===== src/rtl/core/ecsm_pkg.sv =====
// package for the elliptic-curve point unit: widths, field codes, item types,
// datapath command and status structs; no dependencies
`timescale 1ns / 1ps
`default_nettype none

package ecsm_pkg;

  localparam int FIELD_BITS   = 16;
  localparam int SCALAR_BITS  = 16;
  localparam int CNT_BITS     = $clog2(SCALAR_BITS);
  localparam int MUL_CNT_BITS = $clog2(FIELD_BITS + 1);
  localparam int CFG_IDX_BITS = 1;

  typedef logic [FIELD_BITS-1:0]  field_t;
  typedef logic [SCALAR_BITS-1:0] scalar_t;

  // operation codes
  localparam logic [1:0] OP_ADD  = 2'd0;
  localparam logic [1:0] OP_DBL  = 2'd1;
  localparam logic [1:0] OP_SMUL = 2'd2;

  // configuration register indexes
  localparam logic [CFG_IDX_BITS-1:0] CFG_CURVE_A     = 1'b0;
  localparam logic [CFG_IDX_BITS-1:0] CFG_FIELD_PRIME = 1'b1;

  localparam field_t CURVE_A_RESET     = FIELD_BITS'(2);
  localparam field_t FIELD_PRIME_RESET = FIELD_BITS'(5);
  localparam field_t MIN_PRIME         = FIELD_BITS'(3);

  typedef struct packed {
    logic [1:0] op;
    field_t     p_x;
    field_t     p_y;
    field_t     q_x;
    field_t     q_y;
    scalar_t    scalar;
  } in_item_t;

  typedef struct packed {
    field_t r_x;
    field_t r_y;
    logic   status;
  } out_item_t;

  // datapath command codes
  localparam logic [3:0] CMD_NOP   = 4'd0;
  localparam logic [3:0] CMD_LOAD  = 4'd1;
  localparam logic [3:0] CMD_MUL   = 4'd2;
  localparam logic [3:0] CMD_ADD   = 4'd3;
  localparam logic [3:0] CMD_SUB   = 4'd4;
  localparam logic [3:0] CMD_MOV   = 4'd5;
  localparam logic [3:0] CMD_CLRR  = 4'd6;
  localparam logic [3:0] CMD_RLDP  = 4'd7;
  localparam logic [3:0] CMD_RLDQ  = 4'd8;
  localparam logic [3:0] CMD_QLDP  = 4'd9;
  localparam logic [3:0] CMD_IINIT = 4'd10;
  localparam logic [3:0] CMD_ESHR  = 4'd11;
  localparam logic [3:0] CMD_KINIT = 4'd12;
  localparam logic [3:0] CMD_KSHL  = 4'd13;
  localparam logic [3:0] CMD_OUT   = 4'd14;

  // working register and operand codes
  localparam logic [4:0] REG_RX     = 5'd0;
  localparam logic [4:0] REG_RY     = 5'd1;
  localparam logic [4:0] REG_QX     = 5'd2;
  localparam logic [4:0] REG_QY     = 5'd3;
  localparam logic [4:0] REG_PX     = 5'd4;
  localparam logic [4:0] REG_PY     = 5'd5;
  localparam logic [4:0] REG_LAM    = 5'd6;
  localparam logic [4:0] REG_T1     = 5'd7;
  localparam logic [4:0] REG_T2     = 5'd8;
  localparam logic [4:0] REG_IA     = 5'd9;
  localparam logic [4:0] REG_IB     = 5'd10;
  localparam logic [4:0] REG_A      = 5'd11;
  localparam logic [4:0] REG_ONE    = 5'd12;
  localparam logic [4:0] REG_RAW_PX = 5'd13;
  localparam logic [4:0] REG_RAW_PY = 5'd14;
  localparam logic [4:0] REG_RAW_QX = 5'd15;
  localparam logic [4:0] REG_RAW_QY = 5'd16;
  localparam logic [4:0] REG_CFG_A  = 5'd17;

  typedef struct packed {
    logic [3:0] code;
    logic [4:0] dst;
    logic [4:0] sa;
    logic [4:0] sb;
    logic       ostat;
  } dp_cmd_t;

  typedef struct packed {
    logic       mul_done;
    logic [1:0] op;
    logic       k_zero;
    logic       r_inf;
    logic       q_inf;
    logic       eq_x;
    logic       eq_y;
    logic       ry_zero;
    logic       e_zero;
    logic       e_lsb;
    logic       k_msb;
    logic       cnt_zero;
    logic       out_busy;
  } dp_stat_t;

  function automatic dp_cmd_t mk_cmd(input logic [3:0] code, input logic [4:0] dst,
                                     input logic [4:0] sa, input logic [4:0] sb);
    dp_cmd_t c;
    c.code  = code;
    c.dst   = dst;
    c.sa    = sa;
    c.sb    = sb;
    c.ostat = 1'b0;
    return c;
  endfunction

endpackage

`default_nettype wire


===== src/rtl/core/ecsm_mul.sv =====
// bit-serial modular multiplier: (u * v) mod m, one bit of u per cycle
// depends on ecsm_pkg; v must already be below m
`timescale 1ns / 1ps
`default_nettype none

module ecsm_mul (
  input  wire logic            clk,
  input  wire logic            rst,
  input  wire logic            start,
  input  wire ecsm_pkg::field_t u,
  input  wire ecsm_pkg::field_t v,
  input  wire ecsm_pkg::field_t m,
  output logic                 done,
  output ecsm_pkg::field_t     prod
);

  logic                               busy;
  logic [ecsm_pkg::MUL_CNT_BITS-1:0]  cnt;
  ecsm_pkg::field_t                   ushift;
  ecsm_pkg::field_t                   vq;
  ecsm_pkg::field_t                   mq;
  ecsm_pkg::field_t                   acc;
  logic [ecsm_pkg::FIELD_BITS+1:0]    t0;
  logic [ecsm_pkg::FIELD_BITS+1:0]    t1;
  logic [ecsm_pkg::FIELD_BITS+1:0]    t2;
  logic [ecsm_pkg::FIELD_BITS+1:0]    m_ext;
  logic                               go;

  assign go    = start && !busy && !done;
  assign m_ext = {2'b00, mq};

  // acc = 2*acc + bit*v, then two conditional subtracts
  always_comb begin
    t0 = {1'b0, acc, 1'b0} + (ushift[ecsm_pkg::FIELD_BITS-1] ? {2'b00, vq} : '0);
    t1 = (t0 >= m_ext) ? (t0 - m_ext) : t0;
    t2 = (t1 >= m_ext) ? (t1 - m_ext) : t1;
  end

  always_ff @(posedge clk) begin
    if (rst) begin
      busy <= 1'b0;
      done <= 1'b0;
      cnt  <= '0;
    end else begin
      done <= 1'b0;
      if (go) begin
        busy <= 1'b1;
        cnt  <= ecsm_pkg::MUL_CNT_BITS'(ecsm_pkg::FIELD_BITS);
      end else if (busy) begin
        cnt <= cnt - ecsm_pkg::MUL_CNT_BITS'(1);
        if (cnt == ecsm_pkg::MUL_CNT_BITS'(1)) begin
          busy <= 1'b0;
          done <= 1'b1;
        end
      end
    end
  end

  always_ff @(posedge clk) begin
    if (go) begin
      ushift <= u;
      vq     <= v;
      mq     <= m;
      acc    <= '0;
    end else if (busy) begin
      acc    <= t2[ecsm_pkg::FIELD_BITS-1:0];
      ushift <= {ushift[ecsm_pkg::FIELD_BITS-2:0], 1'b0};
    end
  end

  assign prod = acc;

endmodule

`default_nettype wire


===== src/rtl/core/ecsm_dp.sv =====
// datapath: config registers, working registers, modular add/sub, multiplier,
// scalar shifter and output register; depends on ecsm_pkg and ecsm_mul
`timescale 1ns / 1ps
`default_nettype none

module ecsm_dp (
  input  wire logic                                   clk,
  input  wire logic                                   rst,
  input  wire ecsm_pkg::dp_cmd_t                      cmd,
  output ecsm_pkg::dp_stat_t                          stat,
  input  wire ecsm_pkg::in_item_t                     in_item,
  input  wire logic                                   cfg_we,
  input  wire logic [ecsm_pkg::CFG_IDX_BITS-1:0]      cfg_index,
  input  wire ecsm_pkg::field_t                       cfg_data,
  output logic                                        out_valid,
  input  wire logic                                   out_stall,
  output ecsm_pkg::out_item_t                         out_item
);

  ecsm_pkg::field_t curve_a, field_prime, m;
  ecsm_pkg::in_item_t in_q;
  ecsm_pkg::field_t rx, ry, qx, qy, px, py, lam, t1, t2, ia, ib, ar, e;
  ecsm_pkg::scalar_t k;
  logic [ecsm_pkg::CNT_BITS-1:0] cnt;
  ecsm_pkg::field_t va, vb, wr_val, prod;
  logic [ecsm_pkg::FIELD_BITS:0] s_add, s_sub;
  logic mul_done, wr_en;

  always_ff @(posedge clk) begin
    if (rst) begin
      curve_a     <= ecsm_pkg::CURVE_A_RESET;
      field_prime <= ecsm_pkg::FIELD_PRIME_RESET;
    end else if (cfg_we) begin
      case (cfg_index)
        ecsm_pkg::CFG_CURVE_A:     curve_a     <= cfg_data;
        ecsm_pkg::CFG_FIELD_PRIME: field_prime <= cfg_data;
        default: ;
      endcase
    end
  end

  assign m = (field_prime < ecsm_pkg::MIN_PRIME) ? ecsm_pkg::MIN_PRIME : field_prime;

  function automatic ecsm_pkg::field_t pick(input logic [4:0] code,
      input ecsm_pkg::field_t rx_i, ry_i, qx_i, qy_i, px_i, py_i, lam_i, t1_i, t2_i,
      ia_i, ib_i, ar_i, ca_i, input ecsm_pkg::in_item_t raw);
    ecsm_pkg::field_t r;
    case (code)
      ecsm_pkg::REG_RX:     r = rx_i;
      ecsm_pkg::REG_RY:     r = ry_i;
      ecsm_pkg::REG_QX:     r = qx_i;
      ecsm_pkg::REG_QY:     r = qy_i;
      ecsm_pkg::REG_PX:     r = px_i;
      ecsm_pkg::REG_PY:     r = py_i;
      ecsm_pkg::REG_LAM:    r = lam_i;
      ecsm_pkg::REG_T1:     r = t1_i;
      ecsm_pkg::REG_T2:     r = t2_i;
      ecsm_pkg::REG_IA:     r = ia_i;
      ecsm_pkg::REG_IB:     r = ib_i;
      ecsm_pkg::REG_A:      r = ar_i;
      ecsm_pkg::REG_ONE:    r = ecsm_pkg::FIELD_BITS'(1);
      ecsm_pkg::REG_RAW_PX: r = raw.p_x;
      ecsm_pkg::REG_RAW_PY: r = raw.p_y;
      ecsm_pkg::REG_RAW_QX: r = raw.q_x;
      ecsm_pkg::REG_RAW_QY: r = raw.q_y;
      ecsm_pkg::REG_CFG_A:  r = ca_i;
      default:              r = '0;
    endcase
    return r;
  endfunction

  assign va = pick(cmd.sa, rx, ry, qx, qy, px, py, lam, t1, t2, ia, ib, ar, curve_a, in_q);
  assign vb = pick(cmd.sb, rx, ry, qx, qy, px, py, lam, t1, t2, ia, ib, ar, curve_a, in_q);

  // combinational modular add and subtract, operands already below m
  always_comb begin
    s_add = {1'b0, va} + {1'b0, vb};
    if (s_add >= {1'b0, m}) s_add = s_add - {1'b0, m};
    if (va >= vb) s_sub = {1'b0, va} - {1'b0, vb};
    else          s_sub = {1'b0, va} + {1'b0, m} - {1'b0, vb};
  end

  ecsm_mul u_mul (
    .clk   (clk),
    .rst   (rst),
    .start (cmd.code == ecsm_pkg::CMD_MUL),
    .u     (va),
    .v     (vb),
    .m     (m),
    .done  (mul_done),
    .prod  (prod)
  );

  always_comb begin
    wr_en  = 1'b0;
    wr_val = va;
    case (cmd.code)
      ecsm_pkg::CMD_MUL: begin
        wr_en  = mul_done;
        wr_val = prod;
      end
      ecsm_pkg::CMD_ADD: begin
        wr_en  = 1'b1;
        wr_val = s_add[ecsm_pkg::FIELD_BITS-1:0];
      end
      ecsm_pkg::CMD_SUB: begin
        wr_en  = 1'b1;
        wr_val = s_sub[ecsm_pkg::FIELD_BITS-1:0];
      end
      ecsm_pkg::CMD_MOV: wr_en = 1'b1;
      default: ;
    endcase
  end

  always_ff @(posedge clk) begin
    if (wr_en) begin
      case (cmd.dst)
        ecsm_pkg::REG_RX:  rx  <= wr_val;
        ecsm_pkg::REG_RY:  ry  <= wr_val;
        ecsm_pkg::REG_QX:  qx  <= wr_val;
        ecsm_pkg::REG_QY:  qy  <= wr_val;
        ecsm_pkg::REG_PX:  px  <= wr_val;
        ecsm_pkg::REG_PY:  py  <= wr_val;
        ecsm_pkg::REG_LAM: lam <= wr_val;
        ecsm_pkg::REG_T1:  t1  <= wr_val;
        ecsm_pkg::REG_T2:  t2  <= wr_val;
        ecsm_pkg::REG_IA:  ia  <= wr_val;
        ecsm_pkg::REG_IB:  ib  <= wr_val;
        ecsm_pkg::REG_A:   ar  <= wr_val;
        default: ;
      endcase
    end
    case (cmd.code)
      ecsm_pkg::CMD_LOAD: in_q <= in_item;
      ecsm_pkg::CMD_CLRR: begin
        rx <= '0;
        ry <= '0;
      end
      ecsm_pkg::CMD_RLDP: begin
        rx <= px;
        ry <= py;
      end
      ecsm_pkg::CMD_RLDQ: begin
        rx <= qx;
        ry <= qy;
      end
      ecsm_pkg::CMD_QLDP: begin
        qx <= px;
        qy <= py;
      end
      ecsm_pkg::CMD_IINIT: begin
        ib <= t1;
        ia <= ecsm_pkg::FIELD_BITS'(1);
        e  <= m - ecsm_pkg::FIELD_BITS'(2);
      end
      ecsm_pkg::CMD_ESHR: e <= {1'b0, e[ecsm_pkg::FIELD_BITS-1:1]};
      ecsm_pkg::CMD_KINIT: begin
        k   <= in_q.scalar;
        cnt <= ecsm_pkg::CNT_BITS'(ecsm_pkg::SCALAR_BITS - 1);
      end
      ecsm_pkg::CMD_KSHL: begin
        k   <= {k[ecsm_pkg::SCALAR_BITS-2:0], 1'b0};
        cnt <= cnt - ecsm_pkg::CNT_BITS'(1);
      end
      ecsm_pkg::CMD_OUT: begin
        out_item.r_x    <= rx;
        out_item.r_y    <= ry;
        out_item.status <= cmd.ostat;
      end
      default: ;
    endcase
  end

  always_ff @(posedge clk) begin
    if (rst) begin
      out_valid <= 1'b0;
    end else if (cmd.code == ecsm_pkg::CMD_OUT) begin
      out_valid <= 1'b1;
    end else if (!out_stall) begin
      out_valid <= 1'b0;
    end
  end

  always_comb begin
    stat.mul_done = mul_done;
    stat.op       = in_q.op;
    stat.k_zero   = (in_q.scalar == '0);
    stat.r_inf    = (rx == '0) && (ry == '0);
    stat.q_inf    = (qx == '0) && (qy == '0);
    stat.eq_x     = (rx == qx);
    stat.eq_y     = (ry == qy);
    stat.ry_zero  = (ry == '0);
    stat.e_zero   = (e == '0);
    stat.e_lsb    = e[0];
    stat.k_msb    = k[ecsm_pkg::SCALAR_BITS-1];
    stat.cnt_zero = (cnt == '0);
    stat.out_busy = out_valid && out_stall;
  end

endmodule

`default_nettype wire


===== src/rtl/core/ecsm_ctrl.sv =====
// controller: sequences input reduction, point add, point double, field
// inversion and the double-and-add scan; depends on ecsm_pkg
`timescale 1ns / 1ps
`default_nettype none

module ecsm_ctrl (
  input  wire logic               clk,
  input  wire logic               rst,
  input  wire logic               in_valid,
  output logic                    in_stall,
  input  wire ecsm_pkg::dp_stat_t stat,
  output ecsm_pkg::dp_cmd_t       cmd
);

  localparam logic [5:0] ST_IDLE  = 6'd0;
  localparam logic [5:0] ST_RA    = 6'd1;
  localparam logic [5:0] ST_RPX   = 6'd2;
  localparam logic [5:0] ST_RPY   = 6'd3;
  localparam logic [5:0] ST_RQX   = 6'd4;
  localparam logic [5:0] ST_RQY   = 6'd5;
  localparam logic [5:0] ST_DISP  = 6'd6;
  localparam logic [5:0] ST_KINIT = 6'd7;
  localparam logic [5:0] ST_KQ    = 6'd8;
  localparam logic [5:0] ST_KFIND = 6'd9;
  localparam logic [5:0] ST_KNEXT = 6'd10;
  localparam logic [5:0] ST_ACHK  = 6'd11;
  localparam logic [5:0] ST_A1    = 6'd12;
  localparam logic [5:0] ST_A2    = 6'd13;
  localparam logic [5:0] ST_A3    = 6'd14;
  localparam logic [5:0] ST_A4    = 6'd15;
  localparam logic [5:0] ST_A5    = 6'd16;
  localparam logic [5:0] ST_A6    = 6'd17;
  localparam logic [5:0] ST_A7    = 6'd18;
  localparam logic [5:0] ST_A8    = 6'd19;
  localparam logic [5:0] ST_A9    = 6'd20;
  localparam logic [5:0] ST_A10   = 6'd21;
  localparam logic [5:0] ST_DCHK  = 6'd22;
  localparam logic [5:0] ST_D1    = 6'd23;
  localparam logic [5:0] ST_D2    = 6'd24;
  localparam logic [5:0] ST_D3    = 6'd25;
  localparam logic [5:0] ST_D4    = 6'd26;
  localparam logic [5:0] ST_D5    = 6'd27;
  localparam logic [5:0] ST_D6    = 6'd28;
  localparam logic [5:0] ST_D7    = 6'd29;
  localparam logic [5:0] ST_D8    = 6'd30;
  localparam logic [5:0] ST_D9    = 6'd31;
  localparam logic [5:0] ST_D10   = 6'd32;
  localparam logic [5:0] ST_D11   = 6'd33;
  localparam logic [5:0] ST_D12   = 6'd34;
  localparam logic [5:0] ST_D13   = 6'd35;
  localparam logic [5:0] ST_INV0  = 6'd36;
  localparam logic [5:0] ST_INVL  = 6'd37;
  localparam logic [5:0] ST_INVM  = 6'd38;
  localparam logic [5:0] ST_INVS  = 6'd39;
  localparam logic [5:0] ST_INVSH = 6'd40;
  localparam logic [5:0] ST_FDBL  = 6'd41;
  localparam logic [5:0] ST_FADD  = 6'd42;
  localparam logic [5:0] ST_OUT   = 6'd43;

  logic [5:0] state, state_next;
  logic in_add, in_add_next;
  logic inv_dbl, inv_dbl_next;
  logic stat_q, stat_next;

  always_ff @(posedge clk) begin
    if (rst) begin
      state   <= ST_IDLE;
      in_add  <= 1'b0;
      inv_dbl <= 1'b0;
      stat_q  <= 1'b0;
    end else begin
      state   <= state_next;
      in_add  <= in_add_next;
      inv_dbl <= inv_dbl_next;
      stat_q  <= stat_next;
    end
  end

  always_comb begin
    state_next   = state;
    in_add_next  = in_add;
    inv_dbl_next = inv_dbl;
    stat_next    = stat_q;
    in_stall     = (state != ST_IDLE);
    cmd = ecsm_pkg::mk_cmd(ecsm_pkg::CMD_NOP, ecsm_pkg::REG_RX, ecsm_pkg::REG_RX,
                           ecsm_pkg::REG_RX);
    case (state)
      ST_IDLE: begin
        if (in_valid) begin
          cmd = ecsm_pkg::mk_cmd(ecsm_pkg::CMD_LOAD, ecsm_pkg::REG_RX, ecsm_pkg::REG_RX,
                                 ecsm_pkg::REG_RX);
          state_next = ST_RA;
        end
      end
      // reduce coefficient and coordinates by multiplying with one
      ST_RA: begin
        cmd = ecsm_pkg::mk_cmd(ecsm_pkg::CMD_MUL, ecsm_pkg::REG_A, ecsm_pkg::REG_CFG_A,
                               ecsm_pkg::REG_ONE);
        if (stat.mul_done) state_next = ST_RPX;
      end
      ST_RPX: begin
        cmd = ecsm_pkg::mk_cmd(ecsm_pkg::CMD_MUL, ecsm_pkg::REG_PX, ecsm_pkg::REG_RAW_PX,
                               ecsm_pkg::REG_ONE);
        if (stat.mul_done) state_next = ST_RPY;
      end
      ST_RPY: begin
        cmd = ecsm_pkg::mk_cmd(ecsm_pkg::CMD_MUL, ecsm_pkg::REG_PY, ecsm_pkg::REG_RAW_PY,
                               ecsm_pkg::REG_ONE);
        if (stat.mul_done) state_next = ST_RQX;
      end
      ST_RQX: begin
        cmd = ecsm_pkg::mk_cmd(ecsm_pkg::CMD_MUL, ecsm_pkg::REG_QX, ecsm_pkg::REG_RAW_QX,
                               ecsm_pkg::REG_ONE);
        if (stat.mul_done) state_next = ST_RQY;
      end
      ST_RQY: begin
        cmd = ecsm_pkg::mk_cmd(ecsm_pkg::CMD_MUL, ecsm_pkg::REG_QY, ecsm_pkg::REG_RAW_QY,
                               ecsm_pkg::REG_ONE);
        if (stat.mul_done) state_next = ST_DISP;
      end
      ST_DISP: begin
        stat_next = 1'b0;
        cmd = ecsm_pkg::mk_cmd(ecsm_pkg::CMD_RLDP, ecsm_pkg::REG_RX, ecsm_pkg::REG_RX,
                               ecsm_pkg::REG_RX);
        case (stat.op)
          ecsm_pkg::OP_ADD: begin
            in_add_next = 1'b1;
            state_next  = ST_ACHK;
          end
          ecsm_pkg::OP_DBL: begin
            in_add_next = 1'b0;
            state_next  = ST_DCHK;
          end
          ecsm_pkg::OP_SMUL: begin
            if (stat.k_zero) begin
              cmd.code   = ecsm_pkg::CMD_CLRR;
              stat_next  = 1'b1;
              state_next = ST_OUT;
            end else begin
              state_next = ST_KINIT;
            end
          end
          default: begin
            cmd.code   = ecsm_pkg::CMD_CLRR;
            state_next = ST_OUT;
          end
        endcase
      end
      ST_KINIT: begin
        cmd.code   = ecsm_pkg::CMD_KINIT;
        state_next = ST_KQ;
      end
      ST_KQ: begin
        cmd.code   = ecsm_pkg::CMD_QLDP;
        state_next = ST_KFIND;
      end
      // skip leading zeros down to the top set bit
      ST_KFIND: begin
        if (stat.k_msb || stat.cnt_zero) state_next = ST_KNEXT;
        else cmd.code = ecsm_pkg::CMD_KSHL;
      end
      ST_KNEXT: begin
        if (stat.cnt_zero) begin
          state_next = ST_OUT;
        end else begin
          cmd.code    = ecsm_pkg::CMD_KSHL;
          in_add_next = 1'b0;
          state_next  = ST_DCHK;
        end
      end
      // point add, R = R + Q
      ST_ACHK: begin
        if (stat.r_inf) begin
          cmd.code   = ecsm_pkg::CMD_RLDQ;
          state_next = ST_FADD;
        end else if (stat.q_inf) begin
          state_next = ST_FADD;
        end else if (stat.eq_x) begin
          if (stat.eq_y) begin
            state_next = ST_DCHK;
          end else begin
            cmd.code   = ecsm_pkg::CMD_CLRR;
            state_next = ST_FADD;
          end
        end else begin
          state_next = ST_A1;
        end
      end
      ST_A1: begin
        cmd = ecsm_pkg::mk_cmd(ecsm_pkg::CMD_SUB, ecsm_pkg::REG_T1, ecsm_pkg::REG_QX,
                               ecsm_pkg::REG_RX);
        inv_dbl_next = 1'b0;
        state_next   = ST_INV0;
      end
      ST_A2: begin
        cmd = ecsm_pkg::mk_cmd(ecsm_pkg::CMD_SUB, ecsm_pkg::REG_T1, ecsm_pkg::REG_QY,
                               ecsm_pkg::REG_RY);
        state_next = ST_A3;
      end
      ST_A3: begin
        cmd = ecsm_pkg::mk_cmd(ecsm_pkg::CMD_MUL, ecsm_pkg::REG_LAM, ecsm_pkg::REG_T1,
                               ecsm_pkg::REG_IA);
        if (stat.mul_done) state_next = ST_A4;
      end
      ST_A4: begin
        cmd = ecsm_pkg::mk_cmd(ecsm_pkg::CMD_MUL, ecsm_pkg::REG_T1, ecsm_pkg::REG_LAM,
                               ecsm_pkg::REG_LAM);
        if (stat.mul_done) state_next = ST_A5;
      end
      ST_A5: begin
        cmd = ecsm_pkg::mk_cmd(ecsm_pkg::CMD_SUB, ecsm_pkg::REG_T1, ecsm_pkg::REG_T1,
                               ecsm_pkg::REG_RX);
        state_next = ST_A6;
      end
      ST_A6: begin
        cmd = ecsm_pkg::mk_cmd(ecsm_pkg::CMD_SUB, ecsm_pkg::REG_T1, ecsm_pkg::REG_T1,
                               ecsm_pkg::REG_QX);
        state_next = ST_A7;
      end
      ST_A7: begin
        cmd = ecsm_pkg::mk_cmd(ecsm_pkg::CMD_SUB, ecsm_pkg::REG_T2, ecsm_pkg::REG_RX,
                               ecsm_pkg::REG_T1);
        state_next = ST_A8;
      end
      ST_A8: begin
        cmd = ecsm_pkg::mk_cmd(ecsm_pkg::CMD_MUL, ecsm_pkg::REG_T2, ecsm_pkg::REG_LAM,
                               ecsm_pkg::REG_T2);
        if (stat.mul_done) state_next = ST_A9;
      end
      ST_A9: begin
        cmd = ecsm_pkg::mk_cmd(ecsm_pkg::CMD_SUB, ecsm_pkg::REG_RY, ecsm_pkg::REG_T2,
                               ecsm_pkg::REG_RY);
        state_next = ST_A10;
      end
      ST_A10: begin
        cmd = ecsm_pkg::mk_cmd(ecsm_pkg::CMD_MOV, ecsm_pkg::REG_RX, ecsm_pkg::REG_T1,
                               ecsm_pkg::REG_T1);
        state_next = ST_FADD;
      end
      // point double, R = 2R
      ST_DCHK: begin
        if (stat.r_inf || stat.ry_zero) begin
          cmd.code   = ecsm_pkg::CMD_CLRR;
          state_next = ST_FDBL;
        end else begin
          state_next = ST_D1;
        end
      end
      ST_D1: begin
        cmd = ecsm_pkg::mk_cmd(ecsm_pkg::CMD_ADD, ecsm_pkg::REG_T1, ecsm_pkg::REG_RY,
                               ecsm_pkg::REG_RY);
        inv_dbl_next = 1'b1;
        state_next   = ST_INV0;
      end
      ST_D2: begin
        cmd = ecsm_pkg::mk_cmd(ecsm_pkg::CMD_MUL, ecsm_pkg::REG_T1, ecsm_pkg::REG_RX,
                               ecsm_pkg::REG_RX);
        if (stat.mul_done) state_next = ST_D3;
      end
      ST_D3: begin
        cmd = ecsm_pkg::mk_cmd(ecsm_pkg::CMD_ADD, ecsm_pkg::REG_T2, ecsm_pkg::REG_T1,
                               ecsm_pkg::REG_T1);
        state_next = ST_D4;
      end
      ST_D4: begin
        cmd = ecsm_pkg::mk_cmd(ecsm_pkg::CMD_ADD, ecsm_pkg::REG_T1, ecsm_pkg::REG_T2,
                               ecsm_pkg::REG_T1);
        state_next = ST_D5;
      end
      ST_D5: begin
        cmd = ecsm_pkg::mk_cmd(ecsm_pkg::CMD_ADD, ecsm_pkg::REG_T1, ecsm_pkg::REG_T1,
                               ecsm_pkg::REG_A);
        state_next = ST_D6;
      end
      ST_D6: begin
        cmd = ecsm_pkg::mk_cmd(ecsm_pkg::CMD_MUL, ecsm_pkg::REG_LAM, ecsm_pkg::REG_T1,
                               ecsm_pkg::REG_IA);
        if (stat.mul_done) state_next = ST_D7;
      end
      ST_D7: begin
        cmd = ecsm_pkg::mk_cmd(ecsm_pkg::CMD_MUL, ecsm_pkg::REG_T1, ecsm_pkg::REG_LAM,
                               ecsm_pkg::REG_LAM);
        if (stat.mul_done) state_next = ST_D8;
      end
      ST_D8: begin
        cmd = ecsm_pkg::mk_cmd(ecsm_pkg::CMD_SUB, ecsm_pkg::REG_T1, ecsm_pkg::REG_T1,
                               ecsm_pkg::REG_RX);
        state_next = ST_D9;
      end
      ST_D9: begin
        cmd = ecsm_pkg::mk_cmd(ecsm_pkg::CMD_SUB, ecsm_pkg::REG_T1, ecsm_pkg::REG_T1,
                               ecsm_pkg::REG_RX);
        state_next = ST_D10;
      end
      ST_D10: begin
        cmd = ecsm_pkg::mk_cmd(ecsm_pkg::CMD_SUB, ecsm_pkg::REG_T2, ecsm_pkg::REG_RX,
                               ecsm_pkg::REG_T1);
        state_next = ST_D11;
      end
      ST_D11: begin
        cmd = ecsm_pkg::mk_cmd(ecsm_pkg::CMD_MUL, ecsm_pkg::REG_T2, ecsm_pkg::REG_LAM,
                               ecsm_pkg::REG_T2);
        if (stat.mul_done) state_next = ST_D12;
      end
      ST_D12: begin
        cmd = ecsm_pkg::mk_cmd(ecsm_pkg::CMD_SUB, ecsm_pkg::REG_RY, ecsm_pkg::REG_T2,
                               ecsm_pkg::REG_RY);
        state_next = ST_D13;
      end
      ST_D13: begin
        cmd = ecsm_pkg::mk_cmd(ecsm_pkg::CMD_MOV, ecsm_pkg::REG_RX, ecsm_pkg::REG_T1,
                               ecsm_pkg::REG_T1);
        state_next = ST_FDBL;
      end
      // inverse of t1 as t1^(m-2), result in ia
      ST_INV0: begin
        cmd.code   = ecsm_pkg::CMD_IINIT;
        state_next = ST_INVL;
      end
      ST_INVL: begin
        if (stat.e_zero) state_next = inv_dbl ? ST_D2 : ST_A2;
        else if (stat.e_lsb) state_next = ST_INVM;
        else state_next = ST_INVS;
      end
      ST_INVM: begin
        cmd = ecsm_pkg::mk_cmd(ecsm_pkg::CMD_MUL, ecsm_pkg::REG_IA, ecsm_pkg::REG_IA,
                               ecsm_pkg::REG_IB);
        if (stat.mul_done) state_next = ST_INVS;
      end
      ST_INVS: begin
        cmd = ecsm_pkg::mk_cmd(ecsm_pkg::CMD_MUL, ecsm_pkg::REG_IB, ecsm_pkg::REG_IB,
                               ecsm_pkg::REG_IB);
        if (stat.mul_done) state_next = ST_INVSH;
      end
      ST_INVSH: begin
        cmd.code   = ecsm_pkg::CMD_ESHR;
        state_next = ST_INVL;
      end
      ST_FDBL: begin
        if (!in_add && (stat.op == ecsm_pkg::OP_SMUL) && stat.k_msb) begin
          in_add_next = 1'b1;
          state_next  = ST_ACHK;
        end else begin
          state_next = ST_FADD;
        end
      end
      ST_FADD: begin
        state_next = (stat.op == ecsm_pkg::OP_SMUL) ? ST_KNEXT : ST_OUT;
      end
      ST_OUT: begin
        if (!stat.out_busy) begin
          cmd.code   = ecsm_pkg::CMD_OUT;
          cmd.ostat  = stat_q;
          state_next = ST_IDLE;
        end
      end
      default: state_next = ST_IDLE;
    endcase
  end

endmodule

`default_nettype wire


===== src/rtl/core/ec_point_scalar_multiply.sv =====
// top level of the affine elliptic-curve point unit over a small prime field
// depends on ecsm_pkg, ecsm_ctrl and ecsm_dp
`timescale 1ns / 1ps
`default_nettype none

// channel   direction   handshake              payload
// in        to block    in_valid / in_stall    in_item  (op, p_x, p_y, q_x, q_y, scalar)
// out       from block  out_valid / out_stall  out_item (r_x, r_y, status)
// cfg       to block    cfg_we                 cfg_index, cfg_data
//
// one item at a time; every field product goes through one bit-serial multiplier
// an inversion is up to 2 * FIELD_BITS products
// synchronous reset clears the sequencer, the output valid and loads
// curve_a = 2, field_prime = 5
// a stalled result sits in the output register; the next item is taken
// meanwhile and its result waits until that register is free

module ec_point_scalar_multiply (
  input  wire logic                               clk,
  input  wire logic                               rst,
  input  wire logic                               in_valid,
  output logic                                    in_stall,
  input  wire ecsm_pkg::in_item_t                 in_item,
  output logic                                    out_valid,
  input  wire logic                               out_stall,
  output ecsm_pkg::out_item_t                     out_item,
  input  wire logic                               cfg_we,
  input  wire logic [ecsm_pkg::CFG_IDX_BITS-1:0]  cfg_index,
  input  wire ecsm_pkg::field_t                   cfg_data
);

  // command and status between sequencer and datapath
  ecsm_pkg::dp_cmd_t  cmd;
  ecsm_pkg::dp_stat_t stat;

  ecsm_ctrl u_ctrl (
    .clk      (clk),
    .rst      (rst),
    .in_valid (in_valid),
    .in_stall (in_stall),
    .stat     (stat),
    .cmd      (cmd)
  );

  ecsm_dp u_dp (
    .clk       (clk),
    .rst       (rst),
    .cmd       (cmd),
    .stat      (stat),
    .in_item   (in_item),
    .cfg_we    (cfg_we),
    .cfg_index (cfg_index),
    .cfg_data  (cfg_data),
    .out_valid (out_valid),
    .out_stall (out_stall),
    .out_item  (out_item)
  );

endmodule

`default_nettype wire


===== config.mk =====
export PLATFORM = sky130hd
export DESIGN_NAME = ec_point_scalar_multiply
export DESIGN_NICKNAME = d
export VERILOG_FILES = /design/src/rtl/core/ecsm_pkg.sv /design/src/rtl/core/ecsm_mul.sv /design/src/rtl/core/ecsm_dp.sv /design/src/rtl/core/ecsm_ctrl.sv /design/src/rtl/core/ec_point_scalar_multiply.sv
export SDC_FILE = /design/constraint.sdc
export NUM_CORES = 1
export LEC_CHECK = 0
export BUFFER_PORTS_ARGS = -buffer_cell sky130_fd_sc_hd__buf_2
export CORE_MARGIN = 1.5
export CORE_UTILIZATION = 40
export DETAILED_ROUTE_END_ITERATION = 8
export GPL_ROUTABILITY_DRIVEN = 1
export PLACE_DENSITY = 0.67
export SYNTH_ARGS = -nofsm -noshare
export SYNTH_HDL_FRONTEND = slang
export SYNTH_SLANG_ARGS = --single-unit

===== constraint.sdc =====
create_clock -name clk -period 20.8 [get_ports clk]
set_input_delay 2.08 -clock clk [delete_from_list [all_inputs] [get_ports clk]]
set_output_delay 2.08 -clock clk [all_outputs]
set_load 0.01 [all_outputs]

==> run metrics <==
initial antenna violation count 5; final period utilization 42.5%; total CTS buffers 48; layout cells sized above 1 14.2%; main combinational cell family by area after synthesis compound AO/OA/AOI/OAI gates; Worst-path clk slew 60 ps; syn_nets 2980; row count 96; asr flop ratio synth 0%; Synth cell types 107; PnR worst setup slack 11960 ps; Top FF cell, synth edfxtp_1; die height 268 um; GPL Wtd Cong 0.987; critical path class reg2reg; Worst path most repeated cell and3_1; r2r setup slk 11960 ps; reg-to-reg critical path endpoint u_dp.lam[3]$_DFFE_PP_; clock skew 32.6 ps; post-synthesis xor/xnor area fraction 4.09%; die area 71700 sq um; compound-cell area share of the yosys netlist 20.9%; min cycle time layout 8840 ps; Detailed Route WL 96200 um; htree depth 2; Worst Max-Slew Pin Slew 1100 ps; WL/cell 25.4 um; status finished, final reports clean; CTS tree done; CTS Buffer Depth 3; Largest register FFs 80; Setup TNS Final 0 ps; Mapped Cells 2740; post-synthesis mux area share 3.46%; Adder-Cell Fraction of Synth Area 6.63%; number of max-cap violations 0; via count 23.6k; hold_sp u_dp.ia[12]$_SDFFE_PP0P_; vias per cell 6.22; CP Launch Type register; Top reg by flops u_dp.in_q; DRT iter0 DRCs 3475; Post-synth EDFFs 375; synthesis-stage register bit count 456; top-level I/O count 139; Hold Path Sink u_dp.ia[12]$_SDFFE_PP0P_; critical path arrival 9140 ps; Top Family by Delay on Critical Path simple AND/OR/NAND/NOR gates; Slew Limit Fails 0; Synth Cell Area 28000 sq um; leading registers by flop count u_dp.in_q x80, u_dp.out_item x33; starting density of the core 40.7%; number of nets still failing antenna checks after routing 0; Setup crit end kind register; fmax 113 MHz; endpoints failing hold 0; core area 68900 sq um; crit-path max cell delay 990 ps; register area share after synthesis 46.0%; Setup Buffers After CTS 0; largest net degree at the start of global routing 69; hpwl dp 70600 um; # DRC 0; pre-CTS worst setup slack 12220 ps; residual overflow from global routing 0; CTS Hold Bufs 0; CP Buf/Inv Count 3; Simple-Gate Fraction of Synth Area 14.2%; Detailed Routing Iterations Pass 1 6; post_cts resized 0; CTS Sinks 456; Area Growth Syn to Fin 11.5%; first-pass GRT wire length 141000 um; Clk Tree Root Cell clkbuf_16; Avg Cell Area, Syn 10.2 sq um; reg-to-reg startpoint u_ctrl.state[5]$_SDFFE_PP0P_; path depth of the worst reg2reg path 25; final setup violation count 0; RSZ-0062 raised after global routing false; Synth warnings 0; Tot GR Track Use 26.4%; layout net count 3061; slowest stage cell, crit path nor4bb_1; I/O Buffers 138; Clock Latency Late Sink 620 ps; worst hold path class reg2reg; die width 268 um; vias in the first global route 22.2k; worst setup path startpoint u_ctrl.state[5]$_SDFFE_PP0P_; CP max FO 47; Crit path required time 21100 ps; Worst Hold Depth 2; Max transition margin 26.0%
[per-layer routing]
metal / GRT usage (%) / routed length, um / up-vias
met5: 0 / 20 / -
li1: - / - / 10500
met4: 11.8 / 4670 / 2
met2: 41.0 / 42600 / 1454
met3: 5.76 / 9970 / 285
met1: 35.3 / 39000 / 11300
[stage by stage]
stage / util, % / hold slack [ps] / area, sq um / std cells
detailed placement: 43.0 / 468 / 29600 / 3702
global route: 45.3 / 493 / 31300 / 3793
global placement: 43.0 / 465 / 29600 / 3702
floorplan: - / 436 / 28000 / 2740
finish: 45.3 / 479 / 31300 / 3793
CTS: 45.3 / 476 / 31300 / 3791
[synth_stat cells (35+ instances only)]
| cell | number | area, sq um |
|---|---|---|
| edfxtp_1 | 375 | 11300 |
| nand2_1 | 229 | 860 |
| a21oi_1 | 199 | 996 |
| nor2_1 | 172 | 646 |
| inv_1 | 150 | 563 |
| a22oi_1 | 122 | 916 |
| o21ai_0 | 118 | 591 |
| ha_1 | 115 | 1440 |
| clkbuf_1 | 103 | 387 |
| xnor2_1 | 85 | 744 |
| dfxtp_1 | 81 | 1620 |
| mux2_2 | 55 | 619 |
| nor3_1 | 53 | 265 |
| nor4_1 | 48 | 300 |
| xor2_1 | 46 | 403 |
| nand4_1 | 43 | 269 |
| a221o_1 | 42 | 420 |
| nand3_1 | 37 | 185 |
| and2_1 | 35 | 219 |
| mux2i_1 | 35 | 350 |
[worst register-to-register path: stages, from the launching register on]
cell      delay, ps
dfxtp_1         310
buf_4           390
nor4bb_1       1000
and2_1          850
a221oi_1        210
and3_1          230
nand4_1         220
ha_1            230
inv_1            70
fa_1            460
nor2_1          170
o221ai_1        260
a211oi_1        320
o21ai_0         140
and3_1          190
or2_2           300
ha_1            390
and3_1          210
and2_1          200
a311oi_1        320
nand2_1         170
o21ai_2         310
nand2_1         420
mux2_2          430
a211oi_2        530
inv_1           210
[cell type report]
type                    instances  area [sq um]
diodes                          2          5.00
clock buffers                  60          1290
clock inverters                29           350
fillers                      6541         37700
inverters                     152           571
multi-input cells            1973         13900
flip-flops and latches        456         12900
well taps                     931          1160
repair buffers                190          1080
[how the worst max path moves through the flow]
stage / slack, ps / endpoint / cells after the start
2_1_floorplan: 13980 / u_dp.ar[3]$_DFFE_PP_ / 27
5_1_grt: 11370 / u_dp.ar[3]$_DFFE_PP_ / 25
6_report: 11960 / u_dp.lam[3]$_DFFE_PP_ / 25
3_5_place_dp: 12220 / u_dp.ar[3]$_DFFE_PP_ / 25
4_1_cts: 12210 / u_dp.lam[3]$_DFFE_PP_ / 25
3_3_place_gp: 12450 / u_dp.ar[3]$_DFFE_PP_ / 25
[placed cells by master (no fill, tap or decap), types with 37 or more instances in the layout]
master / Yosys / routed
xor2_1: 46 / 46
a221o_1: 42 / 42
clkbuf_16: 0 / 49
buf_2: 26 / 138
nor2_1: 172 / 171
edfxtp_1: 375 / 375
dfxtp_1: 81 / 79
nand4_1: 43 / 43
o21ai_0: 118 / 115
mux2_2: 55 / 55
xnor2_1: 85 / 85
nand3_1: 37 / 37
a21oi_1: 199 / 198
a22oi_1: 122 / 122
ha_1: 115 / 115
buf_4: 13 / 52
nor4_1: 48 / 48
nand2_1: 229 / 229
inv_1: 150 / 150
nor3_1: 53 / 48
[cells by family (layout without fill, tap and decap cells)]
group	after synthesis	count (layout)
simple gates	788	788
compound gates	828	828
mux	90	90
buf+inv	311	431
flops	456	456
other cells	0	2
xor+xnor	131	131
fa+ha+maj	136	136
Power is left out: the tool's default activity adds up to more than one toggle a clock period on the data nets, which glitch-free logic cannot reach.
